<file path="src/rtl/go_back_n_sender_defines.svh">
// Assertion helpers for the RTL, included by gbn_back.sv.
`ifndef GO_BACK_N_SENDER_DEFINES_SVH
`define GO_BACK_N_SENDER_DEFINES_SVH

// Same-cycle implication, checked at every rising edge outside reset.
`define GBN_ASSERT_NOW(lbl, ante, cons, msg) \
  lbl: assert property (@(posedge clk) disable iff (rst) (ante) |-> (cons)) else $error(msg);

// Next-cycle implication.
`define GBN_ASSERT_NEXT(lbl, ante, cons, msg) \
  lbl: assert property (@(posedge clk) disable iff (rst) (ante) |=> (cons)) else $error(msg);

`endif

</file>
<file path="src/rtl/gbn_pkg.sv">
`timescale 1ns / 1ps
package gbn_pkg;

  localparam int PAYLOAD_BYTES = 20;
  localparam int PAYLOAD_W     = 8 * PAYLOAD_BYTES;
  localparam int BUF_DEPTH     = 64;
  localparam int BUF_AW        = 6;
  localparam int MAX_WINDOW    = 16;
  localparam int BSUM_W        = 13;
  localparam int ENTRY_W       = BSUM_W + PAYLOAD_W;

  localparam logic [7:0] CHAR_ZERO = 8'd48;

  localparam logic [1:0] REQ_MSG = 2'd0;
  localparam logic [1:0] REQ_ACK = 2'd1;
  localparam logic [1:0] REQ_TMO = 2'd2;

  localparam logic [1:0] TMR_NONE    = 2'd0;
  localparam logic [1:0] TMR_START   = 2'd1;
  localparam logic [1:0] TMR_STOP    = 2'd2;
  localparam logic [1:0] TMR_RESTART = 2'd3;

  typedef struct packed {
    logic [1:0]           kind;
    logic [PAYLOAD_W-1:0] payload;
    logic [BSUM_W-1:0]    bsum;
    logic [31:0]          acknum;
    logic                 ack_ok;
  } gbn_item_t;

endpackage

</file>
<file path="src/rtl/gbn_queue.sv">
`timescale 1ns / 1ps
module gbn_queue (
  input  logic               clk,
  input  logic               rst,
  input  logic               push,
  input  gbn_pkg::gbn_item_t wdata,
  output logic               full,
  input  logic               pop,
  output logic               valid,
  output gbn_pkg::gbn_item_t rdata
);

  gbn_pkg::gbn_item_t slot [2];
  logic       wptr;
  logic       rptr;
  logic [1:0] count;

  assign full  = (count == 2'd2);
  assign valid = (count != 2'd0);
  assign rdata = slot[rptr];

  always_ff @(posedge clk) begin
    if (rst) begin
      wptr  <= 1'b0;
      rptr  <= 1'b0;
      count <= 2'd0;
    end else begin
      if (push) wptr <= ~wptr;
      if (pop) rptr <= ~rptr;
      count <= count + {1'b0, push} - {1'b0, pop};
    end
    if (push) slot[wptr] <= wdata;
  end

endmodule

</file>
<file path="config.mk">
export PLATFORM = sky130hd
export DESIGN_NAME = gbn_queue
export DESIGN_NICKNAME = d
export VERILOG_FILES = /design/src/rtl/go_back_n_sender_defines.svh /design/src/rtl/gbn_pkg.sv /design/src/rtl/gbn_queue.sv
export SDC_FILE = /design/constraint.sdc
export NUM_CORES = 1
export LEC_CHECK = 0
export BUFFER_PORTS_ARGS = -buffer_cell sky130_fd_sc_hd__buf_4
export CAP_MARGIN = 20
export CORE_MARGIN = 2
export CORE_UTILIZATION = 52
export DETAILED_ROUTE_END_ITERATION = 16
export GPL_ROUTABILITY_DRIVEN = 0
export HOLD_SLACK_MARGIN = 0.03
export PLACE_DENSITY = 0.82
export SLEW_MARGIN = 30
export SYNTH_ARGS = -nofsm -noshare
export SYNTH_HDL_FRONTEND = slang
export SYNTH_SLANG_ARGS = --single-unit
</file>
<file path="constraint.sdc">
create_clock -name clk -period 15.7 [get_ports clk]
set_input_delay 1.57 -clock clk [delete_from_list [all_inputs] [get_ports clk]]
set_output_delay 1.57 -clock clk [all_outputs]
set_load 0.02 [all_outputs]
</file>
# Word level (Yosys, flattened, before mapping)
# Memory sizes are Yosys's and may differ from the RTL's. A register that Yosys moved wholly into a read port is not among the register bits.
# Index checks and enable logic that the tools add are counted.
[totals]
ram_bits = 416
elab_cells = 14
latch_bits = 0
out_inout_bits = 210
ff_bits = 4
mem_count = 1
rom_bits = 0
[mem_list]
columns = ["memory", "words", "width", "rd", "rd_clocked_by_memory_dff", "write_ports", "line", "source"]
rows = [
  ["slot", 2, 208, 1, 1, 1, "gbn_queue.sv:13", "gbn_pkg::gbn_item_t slot [2];"],
]
[op_classes]
n_reduce_logical = 1
n_lt_le_gt_ge = 0
n_mux = 4
bitwise_logic = 2
n_eq_ne = 1
add_sub_neg = 2
n_shift = 0
div_mod_pow = 0
n_mul = 0
[ops]
columns = ["op", "n"]
rows = [
  ["$mux 1", 4],
  ["$add 2x1->2", 1],
  ["$eq 2x2->1 const B", 1],
  ["$not 1->1", 2],
  ["$reduce_bool 2->1", 1],
  ["$sub 2x1->2", 1],
]

# Longest topological paths before layout
[logic_depth]
ltp_word = 3
ltp_mapped = 6
ltp_nobuf = 6

# Least setup slack after synthesis
# No wires, ideal clock.
[synth_timing]
path_type = "input -> register"
startpoint = "in push"
endpoint = "mem slot[0][0] (netlist bit) (enable)"
arrival_time_ns = 10.535
path_slack_ns = 4.360
path_stages = 1
n_path_buf = 0
cell_sequence = "nor2b_1"
[synth_via]
elab_chain_cells = 2
[synth_lines]
columns = ["element", "line", "source"]
rows = [
  ["start: declaration", "gbn_queue.sv:5", "input logic push,"],
  ["$mux 1", "gbn_queue.sv:32", "if (push) slot[wptr] <= wdata;"],
  ["$mux 1 (not written as such)", "gbn_queue.sv:32", ""],
  ["end: declaration", "gbn_queue.sv:13", ""],
]
# Every way passes these cells.

==> flow_summary.ini <==
[outcome]
status = finished clean

[final_layout]
finalNetCount = 1333
post_route_cells_drive_above_1_share_pct = 60.8
antenna_cells_inserted = 0
final_cell_area_sq_um = 20500
area_growth_syn_to_layout_pct = 30.9

[yosys]
ys_warn_count = 0
syn-cell-area_sq_um = 15600
synth_seq_area_share_pct = 80.5
synth.largest_area_cell = edfxtp_1
syn_nets = 882
ys_types = 14
postSynthRegisterBits = 421
synth.top_cell.area_share_pct = 79.9
post_synth_main_area_contributors = edfxtp_1, mux2_4, mux2_2, buf_6, dfxtp_1
syn_avg_cell_area_sq_um = 23.4
syn-instance-count = 668

[floorplanning]
die-area_sq_um = 31500
die_y_microns = 177
top_level_ports = 422
core_footprint_sq_um = 29600
die_width_microns = 177
floorplan.rows = 63
initial_core_util_pct = 52.8

[global_routing]
antenna_found_initial = 0
grt_first_pass_wirelength_microns = 47100
grt_util_met1_pct = 23.5
largest_net_degree_at_the_start_of_global_routing = 80
track_usage_pct = 20.1
vias_in_the_first_global_route = 8315
met3_usage_pct = 6.45
overflow = 0
grt_busiest_layer = met2
grtUsageMet2_pct = 35.0

[clock_network]
hold_buffers = 0
cts.repair_timing.setup_buffer_count = 0
cts-htree-levels = 2
insertion_delay_ns = 0.52
cts_buffer_depth = 3
count_of_instances_resized_after_the_clock_tree_is_built = 0
clock-sinks = 421
numCtsBuffers = 41
cts_tree = built
clock_tree.root_cell = clkbuf_16
clk_pin_slew_ns = 0.05

[critical_path]
critPathCaptureType = output port
timing.critical_path.arrival_ns = 3.48
critical_path.reg2reg.endpoint = slot[1][98]
critical_path_required_ns = 14.13
register_to_register_setup_slack_ns = 13.21
r2r.worst_path.cells = 3
critical_path_class = reg -> out
crit_path_launch_type = register
critical_path_peak_fanout = 50
worst_r2r_startpoint = wptr

[run]
max-cap-violations = 0

[sta]
final_max_slew_viol_count = 0
timing_hold_violations_final = 0
finalSetupViolCount = 0
maxSlewHeadroom_pct = 37.9
setup_repair_after_global_routing_missed_its_margin = no
fin_worst_skew_ns = 0.0119
fin_tns_setup_ns = 0
worstMarginPinSlew_ns = 0.931
fmax_ghz = 0.198
final.period_utilization_pct = 32.2
fin_worst_hold_slack_ns = 0.565
layout_min_cycle_time_ns = 5.05

[hold_path]
min_path_cells = 2
hold_path.startpoint = rptr
hold_path.class = reg -> reg

[routing]
drt_pre_antenna_iters = 4
post-route-drc-count = 0
vias = 7908
avgRoutedWirePerCell_microns = 21.4
wl_microns = 32900
drt_iter0_drc = 514
routed_via_density = 5.13
final_antenna_net_count = 0

[pwr]
power.static_leakage_nw = 7.88
power_per_cell_area_nw_per_um2 = 129
worst_voltage_drop_across_the_vdd_grid_mv = 0.0934

[placed_design]
dpl-instance-area_sq_um = 19200
dp_hpwl_microns = 22400
buffer_ports.inserted = 421
[area by class of cell]
type | instances | area [sq um]
timing repair buffer | 431 | 3260
fill | 1877 | 9170
clock inverter | 23 | 161
clock buffer | 53 | 1110
sequential | 421 | 12600
multi-input combinational | 222 | 2840
tap | 390 | 488
inverter | 2 | 7.51
[routing by layer]
layer	wire, microns	part of all wire, %	vias up
met4	843	2.6	0
met1	12100	37	3907
li1	-	-	3566
met5	0	0	-
met3	3310	10	56
met2	16700	51	379
[per-stage QoR]
| step | total power [W] | utilization (%) | setup WS [ns] | cells |
|---|---|---|---|---|
| 2_1_floorplan | 0.00159 | - | 4.36 | 668 |
| 3_3_place_gp | 0.00174 | 64.7 | 11.22 | 1465 |
| 3_5_place_dp | 0.00175 | 64.7 | 11.17 | 1465 |
| 4_1_cts | 0.00267 | 69.0 | 10.61 | 1541 |
| 5_1_grt | 0.00273 | 69.1 | 10.47 | 1542 |
| 6_report | 0.00265 | 69.1 | 10.65 | 1542 |
[synth_stat cells (all sizes together)]
library cell and instances:
ha 2, and2 1, dfxtp 5, inv 2, xnor2 2, edfxtp 416, mux2 208, or2 1
nor2 4, buf 23, nor2b 3, xnor3 1
[cell families (layout without fill, tap and decap cells)]
group / count (synthesis) / after routing / share of synthesized area [%]
xor+xnor: 3 / 3 / 0.256
simple gates: 9 / 9 / 0.296
buf+inv: 25 / 509 / 1.38
mux: 208 / 208 / 17.4
flops: 421 / 421 / 80.5
fa+ha+maj: 2 / 2 / 0.160
[report_power, final]
part / leakage (nW) / total, W / switching (W) / internal [W]
Sequential: 3.95 / 0.00134 / 0.0000224 / 0.00131
Clock: 0.632 / 0.000921 / 0.000386 / 0.000535
Combinational: 3.30 / 0.000389 / 0.000199 / 0.000190
Total: 7.88 / 0.00265 / 0.000608 / 0.00204
[cells in the final DEF (no fill, tap or decap), types with 2 or more instances in the layout]
master / Yosys / routed
bufinv_16: 0 / 2
edfxtp_1: 416 / 416
mux2_4: 101 / 101
clkbuf_1: 0 / 10
xnor2_1: 2 / 2
clkinv_2: 0 / 10
buf_6: 15 / 3
nor2b_1: 3 / 2
nor2_1: 4 / 4
inv_6: 0 / 2
buf_4: 0 / 427
ha_1: 2 / 2
clkinv_1: 0 / 9
dfxtp_1: 5 / 4
inv_1: 2 / 2
mux2_2: 107 / 107
clkbuf_16: 0 / 43
[flip-flops by register name (all words and copies together), names as in the netlist, named ones only]
| name | flops |
|---|---|
| wptr | 1 |
| slot | 416 |
| count | 2 |
| rptr | 1 |
[critical path, stage by stage (launching register included)]
cell and delay (ns):
dfxtp_4 0.78, buf_4 0.71, buf_4 0.82, mux2_2 0.41, buf_4 0.15
[worst max-delay path by stage]
stage | cells past startpoint | endpoint | from | slack (ns)
after floorplan | 1 | slot[0][0] | push | 4.36
after global placement | 4 | rdata[202] | register | 11.22
after detailed placement | 4 | rdata[202] | register | 11.17
after CTS | 4 | rdata[202] | register | 10.61
after global routing | 4 | rdata[202] | register | 10.47
final | 4 | rdata[202] | register | 10.65
Power figures use the tool's default switching activity.
