File: src/rtl/go_back_n_sender_defines.svh
// Assertion helpers for the RTL, included by gbn_back.sv.
`ifndef GO_BACK_N_SENDER_DEFINES_SVH
`define GO_BACK_N_SENDER_DEFINES_SVH

// Same-cycle implication, checked at every rising edge outside reset.
`define GBN_ASSERT_NOW(lbl, ante, cons, msg) \
  lbl: assert property (@(posedge clk) disable iff (rst) (ante) |-> (cons)) else $error(msg);

// Next-cycle implication.
`define GBN_ASSERT_NEXT(lbl, ante, cons, msg) \
  lbl: assert property (@(posedge clk) disable iff (rst) (ante) |=> (cons)) else $error(msg);

`endif

File: src/rtl/gbn_pkg.sv
`timescale 1ns / 1ps
package gbn_pkg;

  localparam int PAYLOAD_BYTES = 20;
  localparam int PAYLOAD_W     = 8 * PAYLOAD_BYTES;
  localparam int BUF_DEPTH     = 64;
  localparam int BUF_AW        = 6;
  localparam int MAX_WINDOW    = 16;
  localparam int BSUM_W        = 13;
  localparam int ENTRY_W       = BSUM_W + PAYLOAD_W;

  localparam logic [7:0] CHAR_ZERO = 8'd48;

  localparam logic [1:0] REQ_MSG = 2'd0;
  localparam logic [1:0] REQ_ACK = 2'd1;
  localparam logic [1:0] REQ_TMO = 2'd2;

  localparam logic [1:0] TMR_NONE    = 2'd0;
  localparam logic [1:0] TMR_START   = 2'd1;
  localparam logic [1:0] TMR_STOP    = 2'd2;
  localparam logic [1:0] TMR_RESTART = 2'd3;

  typedef struct packed {
    logic [1:0]           kind;
    logic [PAYLOAD_W-1:0] payload;
    logic [BSUM_W-1:0]    bsum;
    logic [31:0]          acknum;
    logic                 ack_ok;
  } gbn_item_t;

endpackage

File: src/rtl/gbn_front.sv
`timescale 1ns / 1ps
module gbn_front (
  input  logic                          clk,
  input  logic                          rst,
  input  logic                          start,
  output logic                          busy,
  input  logic [1:0]                    req_type,
  input  logic [63:0]                   payload_w0,
  input  logic [63:0]                   payload_w1,
  input  logic [31:0]                   payload_w2,
  input  logic signed [31:0]            pkt_seqnum,
  input  logic signed [31:0]            pkt_acknum,
  input  logic signed [31:0]            pkt_checksum,
  input  logic                          q_full,
  output logic                          push,
  output gbn_pkg::gbn_item_t            item
);

  logic                          in_vld;
  logic [1:0]                    kind;
  logic [gbn_pkg::PAYLOAD_W-1:0] raw;
  logic [31:0]                   seqnum;
  logic [31:0]                   acknum;
  logic [31:0]                   csum;
  logic                          accept;

  logic [gbn_pkg::PAYLOAD_W-1:0] clean;
  logic [gbn_pkg::BSUM_W-1:0]    term [gbn_pkg::PAYLOAD_BYTES];
  logic [gbn_pkg::BSUM_W-1:0]    grp [5];
  logic [gbn_pkg::BSUM_W-1:0]    bsum;
  logic [31:0]                   total;

  assign busy   = in_vld & q_full;
  assign accept = start & ~busy;
  assign push   = in_vld & ~q_full;

  always_ff @(posedge clk) begin
    if (rst) begin
      in_vld <= 1'b0;
    end else begin
      in_vld <= accept | busy;
    end
    if (accept) begin
      kind   <= req_type;
      raw    <= {payload_w2, payload_w1, payload_w0};
      seqnum <= pkt_seqnum;
      acknum <= pkt_acknum;
      csum   <= pkt_checksum;
    end
  end

  // Every byte from the first NUL onward reads as zero.
  always_comb begin
    logic seen;
    seen = 1'b0;
    for (int i = 0; i < gbn_pkg::PAYLOAD_BYTES; i++) begin
      if (raw[8*i +: 8] == 8'd0) seen = 1'b1;
      clean[8*i +: 8] = seen ? 8'd0 : raw[8*i +: 8];
      term[i] = {{(gbn_pkg::BSUM_W-8){clean[8*i+7]}}, clean[8*i +: 8]}
                - {{(gbn_pkg::BSUM_W-8){1'b0}}, gbn_pkg::CHAR_ZERO};
    end
  end

  always_comb begin
    for (int g = 0; g < 5; g++) begin
      grp[g] = (term[4*g] + term[4*g+1]) + (term[4*g+2] + term[4*g+3]);
    end
    bsum  = (grp[0] + grp[1]) + (grp[2] + grp[3]) + grp[4];
    total = seqnum + acknum + {{(32-gbn_pkg::BSUM_W){bsum[gbn_pkg::BSUM_W-1]}}, bsum};
  end

  always_comb begin
    item.kind    = kind;
    item.payload = clean;
    item.bsum    = bsum;
    item.acknum  = acknum;
    item.ack_ok  = (total == csum);
  end

endmodule

File: config.mk
export PLATFORM = sky130hd
export DESIGN_NAME = gbn_front
export DESIGN_NICKNAME = d
export VERILOG_FILES = /design/src/rtl/go_back_n_sender_defines.svh /design/src/rtl/gbn_pkg.sv /design/src/rtl/gbn_front.sv
export SDC_FILE = /design/constraint.sdc
export NUM_CORES = 1
export LEC_CHECK = 0
export BUFFER_PORTS_ARGS = -buffer_cell sky130_fd_sc_hd__clkbuf_2
export CORE_ASPECT_RATIO = 2
export CORE_MARGIN = 4
export CORE_UTILIZATION = 55
export CTS_BUF_LIST = sky130_fd_sc_hd__clkbuf_2
export CTS_CLUSTER_DIAMETER = 50
export DETAILED_ROUTE_END_ITERATION = 7
export GPL_TIMING_DRIVEN = 0
export MAX_ROUTING_LAYER = met4
export PLACE_DENSITY = 0.83
export SETUP_SLACK_MARGIN = 0.02
export SLEW_MARGIN = 0
export SYNTH_ARGS = -nofsm -noshare
export SYNTH_HDL_FRONTEND = slang
export SYNTH_SLANG_ARGS = --single-unit
File: constraint.sdc
create_clock -name clk -period 16.8 [get_ports clk]
set_input_delay 1.68 -clock clk [delete_from_list [all_inputs] [get_ports clk]]
set_output_delay 1.68 -clock clk [all_outputs]
set_load 0.03 [all_outputs]
**Word-level counts from Yosys, hierarchy flattened**

Cells that the tools add are included.

- Register bits after elaboration: 259
- Output and inout bits: 210
- Logic and storage cells: 114

- $add $sub $neg: 41
- Equal/unequal tests: 1
- Mux-type cells: 40
- Bitwise gates (word level): 6
- Reduce and logical (&&, ||, !) cells: 20

Operator list:

| operator | number |
|---|---|
| subtractor 8 x 7 -> 9 bit (second input constant) | 20 |
| logical NOT 8 bit | 20 |
| 2-to-1 mux 8 bit | 20 |
| adder 9 x 9 -> 10 bit | 10 |
| adder 32 bit | 2 |
| adder 10 x 10 -> 11 bit | 5 |
| equality test 32 bit | 1 |
| adder 11 x 11 -> 12 bit | 2 |
| 2-to-1 mux 1 bit | 20 |
| adder 12 x 12 -> 13 bit | 1 |
| adder 13 bit | 1 |
| AND 1 bit | 3 |
| NOT 1 bit | 2 |
| bitwise OR 1 bit | 1 |

**Logic depth before layout (Yosys ltp)**

Gate-level depths: netlist (run 1).

- Depth in word-level cells: 28
- Depth in mapped cells: 53
- Gate-level depth less buffers: 51

**Worst setup path before layout (run 1)**

Ideal clock, no wire load.

- Path kind: flip-flop to output port
- Start point: register raw[70] (netlist bit)
- End point: output port item[0] (netlist bit)
- Arrival time: 13.998 ns
- Required time: 15.120 ns
- Path slack: 1.122 ns
- Stages on the path, launching flop included: 48
- Buffers on the path: 0
- Cells stage by stage: edfxtp_1 nor4_1 nand2_2 nand3_2 a2111oi_4 and4_4 a21boi_4 a21boi_4 and2_1 fa_1 fa_1 ha_1 ha_1 inv_1 fa_1 inv_1 a21oi_1 o21ai_0 [12 not listed] fa_1 xnor2_1 xnor2_1 xnor2_1 xnor2_1 xnor2_1 fa_1 ha_1 and3_1 and2_1 a221o_1 or3_1 o21ba_1 xnor2_1 a211oi_1 o2111a_1 o211ai_1 nor4_2

RTL lines:

| element | line | RTL |
|---|---|---|
| from (decl) | gbn_front.sv:21 | `logic [gbn_pkg::PAYLOAD_W-1:0] raw;` |
| from (signal assigned) | gbn_front.sv:45 | `raw <= {payload_w2, payload_w1, payload_w0};` |
| to (decl) | gbn_front.sv:16 | `output gbn_pkg::gbn_item_t item` |

==> results.ini, run 1 <==
[final_layout]
syn_to_final_growth_pct=21.1
final_util=0.675
nNetsFinal=2440
layout-drive-gt1-share=0.319

[yosys]
synthesis.nets=1898
synth.area.top_cells=edfxtp_1, fa_1, ha_1
synth.most_common_cell=edfxtp_1
synth.ff_latch_count=259
synth_common_cells=edfxtp_1, inv_1, fa_1
synth_edf_count=258
synth_ff_type=edfxtp_1
async_flop_share=0
synth_cells=1355
synth_top_cell_by_area=edfxtp_1
syn_area_mm2=0.0175
syn_area_per_cell_um2=12.9
yosysWarnings=0
synth.distinct_cells=74
synth_top_area_frac=0.442
synth_seq_area_share=0.444

[die]
die_h_um=260
rows=92
pin_count=472
core_area_mm2=0.0314
start_util=0.557
die_area_mm2=0.0349
die_width_um=134

[critical_path]
cp.arrival_ps=14430
start_kind=register
crit_top_cell=fa_1
crit_fanout=9
crit_family=adder cells
worstSetupEndpointType=output pin
cp.required_ps=15120
slowest_stage=fa_1
critical_path_class=reg2out
crit_path_max_incr_delay_ps=510
cp.buffers_inverters=8

[clocking]
clk_pin_slew_worst_paths_ps=120
root_buffer=clkbuf_2
hold_buffers=0
htreeDepth=2
clock_latency_ps=930
cts_tree=done
cts.sinks=259
cts_max_path_buffers=3
cts_buffers=58

[timing]
rsz0062_at_grt=no
drv_slew=0
max_slew_margin=0.417
setup_viol=0
fin_crit_sh=0.959
hold_viol=0
fin_worst_skew_ps=78.4
worst_pin_slew_ps=866
fin_crit_ps=16110
fmax_ghz=0.0621

[route]
drtIter0Drc=665
via_count=12918
first_pass_iters=6
ant_nets=0
routed_wl_um=57600
wl_per_cell_um=24.4
viasPerCell=5.47
drc=0

[worst_hold_path]
hold_class=reg2reg

[global_routing]
grt_overflow=0
grt_max_degree=39
globalRouteMet3Util=0.0571
grt_pass1_wl_um=83900
grt_pass1_vias=14571
met2_usage=0.646
antenna_found_initial=5
top_usage_layer=met2
grt_util_met1=0.279
grtUsageTotal=0.339

[place]
post-dp-hpwl_um=49800
port_buffers=471
gp_congestion=0.994

[run_status]
status=finished clean

[run]
drv_cap=0

## flip-flops by register name (all words and copies together), names as in the netlist
name    flops
raw       160
acknum     32
csum       32
seqnum     32
kind        2
in_vld      1
## final cells by class
cell class / instances / area, µm²
multi-input combinational: 837 / 8750
clock inverter: 23 / 181
antenna: 6 / 15.0
sequential: 259 / 7770
fill: 2318 / 10200
timing repair buffer: 482 / 2560
buffer: 30 / 170
inverter: 229 / 860
tap: 423 / 529
clock buffer: 74 / 370
## cell usage in the layout, fill, tap and decap left out, types with 7 or more instances in the layout
cell type  instances
buf_12             7
nor4_1            39
fa_1             199
o211ai_1          10
ha_1              82
clkinv_1          12
o21ai_0           15
clkbuf_1          17
o21a_1             7
nand2_1           67
clkbuf_2         545
inv_1            229
nor2b_1            7
a21oi_1           38
and2_1           101
xnor2_1           59
xor2_1            15
o21bai_1           9
edfxtp_1         258
nand3_1            8
and3_1            34
a21o_1            13
nor2_1            33
## worst register-to-register path, delay by kind of cell, from the launching register on
kind / cells / cell delay [ps]
and+or+nand+nor: 2 / 550
DFF: 1 / 320
buffers and inverters: 3 / 790
## cell families (layout without fill, tap and decap cells)
group                      after synthesis  after routing  share of synthesized area
DFF                                    259            259                      0.444
muxes                                    1              1                   0.000572
other                                    0              6                          0
buffers and inverters                  259            838                     0.0588
adders and majority gates              281            281                      0.286
AOI/OAI and AO/OA                      144            144                     0.0622
and+or+nand+nor                        332            332                      0.107
xor gates and xnor gates                79             79                     0.0412
## layer usage
layer / vias up / share of wire
met5: - / 0
met4: 0 / 0.094
met3: 237 / 0.057
met2: 701 / 0.57
met1: 6289 / 0.27
li1: 5691 / -
## worst paths after layout
path / from / endpoint / slack (ps) / cells after the start
min: in_vld$_SDFF_PP0_ / in_vld$_SDFF_PP0_ / 680 / 3
max reg2reg: in_vld$_SDFF_PP0_ / raw[94]$_DFFE_PP_ / 14780 / 5
min reg2reg: in_vld$_SDFF_PP0_ / in_vld$_SDFF_PP0_ / 680 / 3
max: raw[7]$_DFFE_PP_ / item[0] / 690 / 50
## metrics by stage
step	hold slack [ps]	instance area (µm²)	cells	setup slack, ps	setup TNS, ps
finish	676	21200	2363	693	0
global placement	589	20400	2249	-1330	-331840
floorplan	731	17500	1355	1120	0
global route	703	21200	2362	53.4	0
detailed placement	657	20600	2259	1440	0
CTS	673	21200	2356	371	0
## timing repair
| item | in CTS | in global routing |
|---|---|---|
| setup buffers | 0 | 1 |
| gates resized for setup | 0 | 5 |
| endpoints found under the setup margin | 0 | 1 |
Power of run 1 is not shown: default switching activity piles up to over one toggle a cycle in this logic, so the estimate is an artifact.
==> inputs of run 2 (changes only) <==
--- a/config.mk
+++ b/config.mk
@@ -6,15 +6,17 @@
 export NUM_CORES = 1
 export LEC_CHECK = 0
 export BUFFER_PORTS_ARGS = -buffer_cell sky130_fd_sc_hd__clkbuf_2
+export CELL_PAD_IN_SITES_DETAIL_PLACEMENT = 1
+export CELL_PAD_IN_SITES_GLOBAL_PLACEMENT = 1
 export CORE_ASPECT_RATIO = 2
 export CORE_MARGIN = 4
-export CORE_UTILIZATION = 55
+export CORE_UTILIZATION = 44
 export CTS_BUF_LIST = sky130_fd_sc_hd__clkbuf_2
 export CTS_CLUSTER_DIAMETER = 50
 export DETAILED_ROUTE_END_ITERATION = 7
 export GPL_TIMING_DRIVEN = 0
 export MAX_ROUTING_LAYER = met4
-export PLACE_DENSITY = 0.83
+export PLACE_DENSITY_LB_ADDON = 0.1
 export SETUP_SLACK_MARGIN = 0.02
 export SLEW_MARGIN = 0
 export SYNTH_ARGS = -nofsm -noshare
==> run 2 against run 1 <==
Maximum frequency rose by 0.32%; wire length grew 10%; clock skew fell by 35 ps; first-iteration DRC count down 33%; critical path depth increased by 3; core utilization down 13 points; die area increased by 24%; critical endpoint unchanged; via count shrank 0.74%.
==> results.ini, run 2 (synthesized netlist as in run 1, its figures left out) <==
[place]
post-dp-hpwl_um=55600  ; +12%
gp_congestion=0.964  ; -3.0%
dpl_cell_area_mm2=0.0207  ; +0.62%
port_buffers=471  ; unchanged

[clocking]
root_buffer=clkbuf_2
clock_latency_ps=990  ; +60 ps
hold_buffers=0  ; unchanged
cts_buffers=60  ; +3.4%
cts.sinks=259  ; unchanged
htreeDepth=2  ; unchanged
clk_pin_slew_worst_paths_ps=130  ; about the same
cts_max_path_buffers=3  ; unchanged
cts_tree=done

[final_layout]
syn_to_final_growth_pct=23.4
top_register=raw
layout_commonest_cell=clkbuf_2
n_fill_cell=4330  ; +87%
final_util=0.548  ; -0.127
final_cell_mix=clkbuf_2, edfxtp_1, inv_1, fa_1, and2_1
layout-drive-gt1-share=0.331  ; +0.0124
largest_register_ffs=160  ; unchanged
nNetsFinal=2451  ; +0.45%
finalInstanceArea_mm2=0.0216  ; +1.9%

[timing]
rsz0062_at_grt=no
setup_viol=0  ; unchanged
hold_viol=0  ; unchanged
fin_worst_skew_ps=43.6  ; -34.7 ps
worst_pin_slew_ps=1030  ; +162 ps
fin_crit_ps=16060  ; -51.0 ps
max_slew_margin=0.313  ; -0.104
drv_slew=0  ; unchanged
fin_crit_sh=0.956  ; -0.00304
fmax_ghz=0.0623  ; +0.32%

[die]
die_h_um=290  ; +11%
rows=103  ; +12%
core_area_mm2=0.0394  ; +25%
pin_count=472  ; unchanged
die_area_mm2=0.0432  ; +24%
start_util=0.444  ; -0.113
die_width_um=149  ; +11%

[run]
drv_cap=0  ; unchanged

[worst_hold_path]
hold_class=reg2reg
whs_path_depth=3  ; unchanged

[global_routing]
grtUsageTotal=0.302  ; -0.0370
grt_pass1_wl_um=91700  ; +9.3%
antenna_found_initial=13  ; +8
grt_max_degree=36  ; -7.7%
grt_pass1_vias=15156  ; +4.0%
grt_overflow=0  ; unchanged

[critical_path]
cp.arrival_ps=14380  ; -50 ps
critical_path_class=reg2out
worst-path-stages=53  ; +6.0%
crit_path_max_incr_delay_ps=550  ; +40 ps
worstSetupEndpointType=output pin
start_kind=register
crit_top_cell=fa_1
cp.buffers_inverters=11  ; +3
r2r_cells=6  ; +1
crit_family=adder cells
cp.required_ps=15120  ; about the same
crit_fanout=11  ; +2
slowest_stage=fa_1

[route]
viasPerCell=5.14  ; -6.0%
drc=0  ; unchanged
ant_nets=0  ; unchanged
routed_wl_um=63600  ; +10%
wl_per_cell_um=25.5  ; +4.5%
drtIter0Drc=446  ; -33%
first_pass_iters=6  ; unchanged
via_count=12822  ; -0.74%

[run_status]
status=finished clean

-- run 2: metrics by stage --
stage | std cells | hold WS, ps | TNS (ps) | worst slack (ps)
floorplan | 1355 | 731 | 0 | 1120
global placement | 2351 | 590 | -586680 | -2330
detailed placement | 2361 | 665 | 0 | 697
CTS | 2477 | 672 | 0 | 67.8
global route | 2496 | 725 | 0 | 41.3
finish | 2496 | 688 | 0 | 744
-- run 2: path summary, 6_finish.rpt --
path / startpoint / slack, ps / to
max: raw[12]$_DFFE_PP_ / 740 / item[0]
max reg2reg: in_vld$_SDFF_PP0_ / 14350 / acknum[22]$_DFFE_PP_
min: in_vld$_SDFF_PP0_ / 690 / in_vld$_SDFF_PP0_
min reg2reg: in_vld$_SDFF_PP0_ / 690 / in_vld$_SDFF_PP0_
-- run 2: worst min-delay path, stage by stage (launching register included) --
cell and delay [ps]:
dfxtp_1 330, and2_1 180, nor2_1 100, nor2_1 40
-- run 2: what timing repair did --
action / 4_1_cts / 5_1_grt
pin swaps: 4 / 5
buffers inserted: 4 / 6
setup endpoints to repair: 1 / 1
gates resized for setup: 16 / 6
-- run 2: layer usage --
metal,global-route usage,share of wire,vias to the layer above
li1,-,-,5727
met1,0.238,0.27,6382
met2,0.598,0.60,522
met3,0.0553,0.053,191
met4,0.196,0.078,0
met5,-,0,-
-- run 2: layout make-up --
type,count,area [µm²],share of cell area
flip-flops and latches,259,7770,0.360
multi-input cells,837,8840,0.409
clock buffers,77,385,0.0178
inverters,229,860,0.0398
well taps,525,657,0.0304
repair buffers,491,2630,0.122
plain buffers,30,170,0.00788
clock inverters,35,259,0.0120
diodes,13,32.5,0.00151
Power of run 2 is left out for the same reason.
==> inputs of run 3 (changes only) <==
--- a/config.mk
+++ b/config.mk
@@ -6,10 +6,10 @@
 export NUM_CORES = 1
 export LEC_CHECK = 0
 export BUFFER_PORTS_ARGS = -buffer_cell sky130_fd_sc_hd__clkbuf_2
+export CAP_MARGIN = 15
 export CELL_PAD_IN_SITES_DETAIL_PLACEMENT = 1
 export CELL_PAD_IN_SITES_GLOBAL_PLACEMENT = 1
 export CORE_ASPECT_RATIO = 2
-export CORE_MARGIN = 4
 export CORE_UTILIZATION = 44
 export CTS_BUF_LIST = sky130_fd_sc_hd__clkbuf_2
 export CTS_CLUSTER_DIAMETER = 50
@@ -17,6 +17,7 @@
 export GPL_TIMING_DRIVEN = 0
 export MAX_ROUTING_LAYER = met4
 export PLACE_DENSITY_LB_ADDON = 0.1
+export REMOVE_ABC_BUFFERS = 1
 export SETUP_SLACK_MARGIN = 0.02
 export SLEW_MARGIN = 0
 export SYNTH_ARGS = -nofsm -noshare
==> run 3 against run 2 <==
Non-clock buffer count down 26; critical path depth down 4; final cell count down 1.8%; maximum frequency down 1.4%; global-route usage up 1.9 points; clock skew down 6.2 ps; hold slack worse by 7.2 ps; core utilization down 0.65 points; flip-flop and latch count unchanged; clock-buffer cell count unchanged; design area down 1.5%; critical endpoint unchanged; largest cell class unchanged.
==> results.ini, run 3 (synthesized netlist as in run 1, its figures left out) <==
[run_status]
status=finished clean

[timing]
fin_worst_skew_ps=37.4  ; -6.20 ps
hold_viol=0  ; unchanged
fin_crit_sh=0.969  ; +0.0136
worst_pin_slew_ps=768  ; -261 ps
setup_viol=0  ; unchanged
drv_slew=0  ; unchanged
max_slew_margin=0.484  ; +0.171
fin_crit_ps=16280  ; +228 ps
fmax_ghz=0.0614  ; -1.4%
rsz0062_at_grt=no

[final_layout]
layout_commonest_cell=clkbuf_2
top_register=raw
layout-drive-gt1-share=0.328  ; -0.00316
n_fill_cell=4291  ; -0.90%
seqCellArea_mm2=0.00777  ; unchanged
syn_to_final_growth_pct=21.5
multi_input_area_mm2=0.00883  ; about the same
final_cell_mix=clkbuf_2, edfxtp_1, inv_1, fa_1, and2_1
largest_register_ffs=160  ; unchanged
nNetsFinal=2425  ; -1.1%
finalInstanceArea_mm2=0.0213  ; -1.5%

[die]
core_area_mm2=0.0393  ; -0.33%
pin_count=472  ; unchanged
start_util=0.445  ; +0.00146
rows=103  ; unchanged
die_width_um=143  ; -4.0%
die_area_mm2=0.0406  ; -6.0%
die_h_um=284  ; -2.1%

[clocking]
clock_latency_ps=940  ; -50 ps
cts_tree=done
cts_max_path_buffers=3  ; unchanged
cts_buffers=60  ; unchanged
clk_pin_slew_worst_paths_ps=110  ; -20 ps
cts.sinks=259  ; unchanged
root_buffer=clkbuf_2
htreeDepth=2  ; unchanged

[critical_path]
crit_top_cell=fa_1
cp.arrival_ps=14600  ; +220 ps
r2r-start=in_vld$_SDFF_PP0_
cp.required_ps=15120  ; about the same
cp.buffers_inverters=7  ; -4
worstSetupEndpointType=output pin
startpoint=raw[43]$_DFFE_PP_
reg2reg_to=raw[12]$_DFFE_PP_
slowest_stage=fa_1
crit_family=adder cells
r2r_cells=6  ; unchanged
critical_path_class=reg2out
r2r_slack_ps=14370  ; +20 ps
crit_path_max_incr_delay_ps=530  ; -20 ps
start_kind=register
crit_fanout=9  ; -2

[place]
port_buffers=471  ; unchanged
dpl_cell_area_mm2=0.0206  ; -0.84%
gp_congestion=0.927  ; -3.8%
post-dp-hpwl_um=53500  ; -3.8%

[worst_hold_path]
whs_path_depth=3  ; unchanged
whs_endpoint=in_vld$_SDFF_PP0_
hold_class=reg2reg
hp-start=in_vld$_SDFF_PP0_

[route]
wl_per_cell_um=25.2  ; -0.94%
drtIter0Drc=420  ; -5.8%
via_count=12725  ; -0.76%
first_pass_iters=4  ; -2
viasPerCell=5.19  ; +1.1%
drc=0  ; unchanged
routed_wl_um=61800  ; -2.7%
ant_nets=0  ; unchanged

[global_routing]
grtUsageTotal=0.322  ; +0.0193
grt_pass1_wl_um=89000  ; -3.0%
antenna_found_initial=6  ; -7
grt_pass1_vias=14844  ; -2.1%
grt_overflow=0  ; unchanged
grt_max_degree=36  ; unchanged

[run]
drv_cap=0  ; unchanged

==> run 3: changes by cell type in the layout (fill, tap and decap cells not counted), sizes merged <==
cell / previous run / this run
buf: 33 / 24
bufinv: 4 / 0
clkbuf: 565 / 548
clkinv: 30 / 21
diode: 13 / 7
==> run 3: area by class of cell <==
cell class,instances,area share
Inverter,229,0.0404
Antenna cell,7,0.000823
Timing Repair Buffer,495,0.125
Multi-Input combinational cell,837,0.415
Clock buffer,77,0.0181
Tap cell,525,0.0309
Sequential cell,259,0.365
Clock inverter,22,0.00418
==> run 3: worst reg2reg max path: stages, from the launching register on <==
cell     delay [ps]
dfxtp_1         320
and2_1          190
nor2b_4         580
buf_12          310
buf_12          250
buf_12          250
buf_16          220
==> run 3: worst max path at each step <==
stage	to	cells after the start	slack, ps
2_1_floorplan	item[0]	47	550
3_3_place_gp	acknum[22]$_DFFE_PP_	3	-2320
3_5_place_dp	item[0]	50	-180
4_1_cts	item[0]	49	20
5_1_grt	item[0]	49	20
6_report	item[0]	49	520
==> run 3: timing repair <==
action / in CTS / in global routing
resized for setup: 19 / 10
endpoints found under the setup margin: 1 / 1
setup buffers: 7 / 6
hold buffers: 0 / 0
pin swaps: 4 / 5
cloned: 0 / 0
==> run 3: routing by layer <==
layer  routed length [µm]  GRT usage
met1                17400      0.256
met2                36700      0.638
met3                 3110     0.0485
met4                 4650      0.215
met5                    0          -
==> run 3: stage by stage <==
stage                     hold WS [ps]  setup TNS, ps  setup WS (ps)  utilization  std cells
after floorplan                    731              0            550            -       1325
after global placement             621        -587910          -2320        0.518       2321
after detailed placement           673           -183           -183        0.523       2331
after CTS                          689              0           25.0        0.538       2437
after global routing               730              0           24.8        0.541       2450
final                              681              0            516        0.541       2451
Power of run 3 is left out for the same reason.
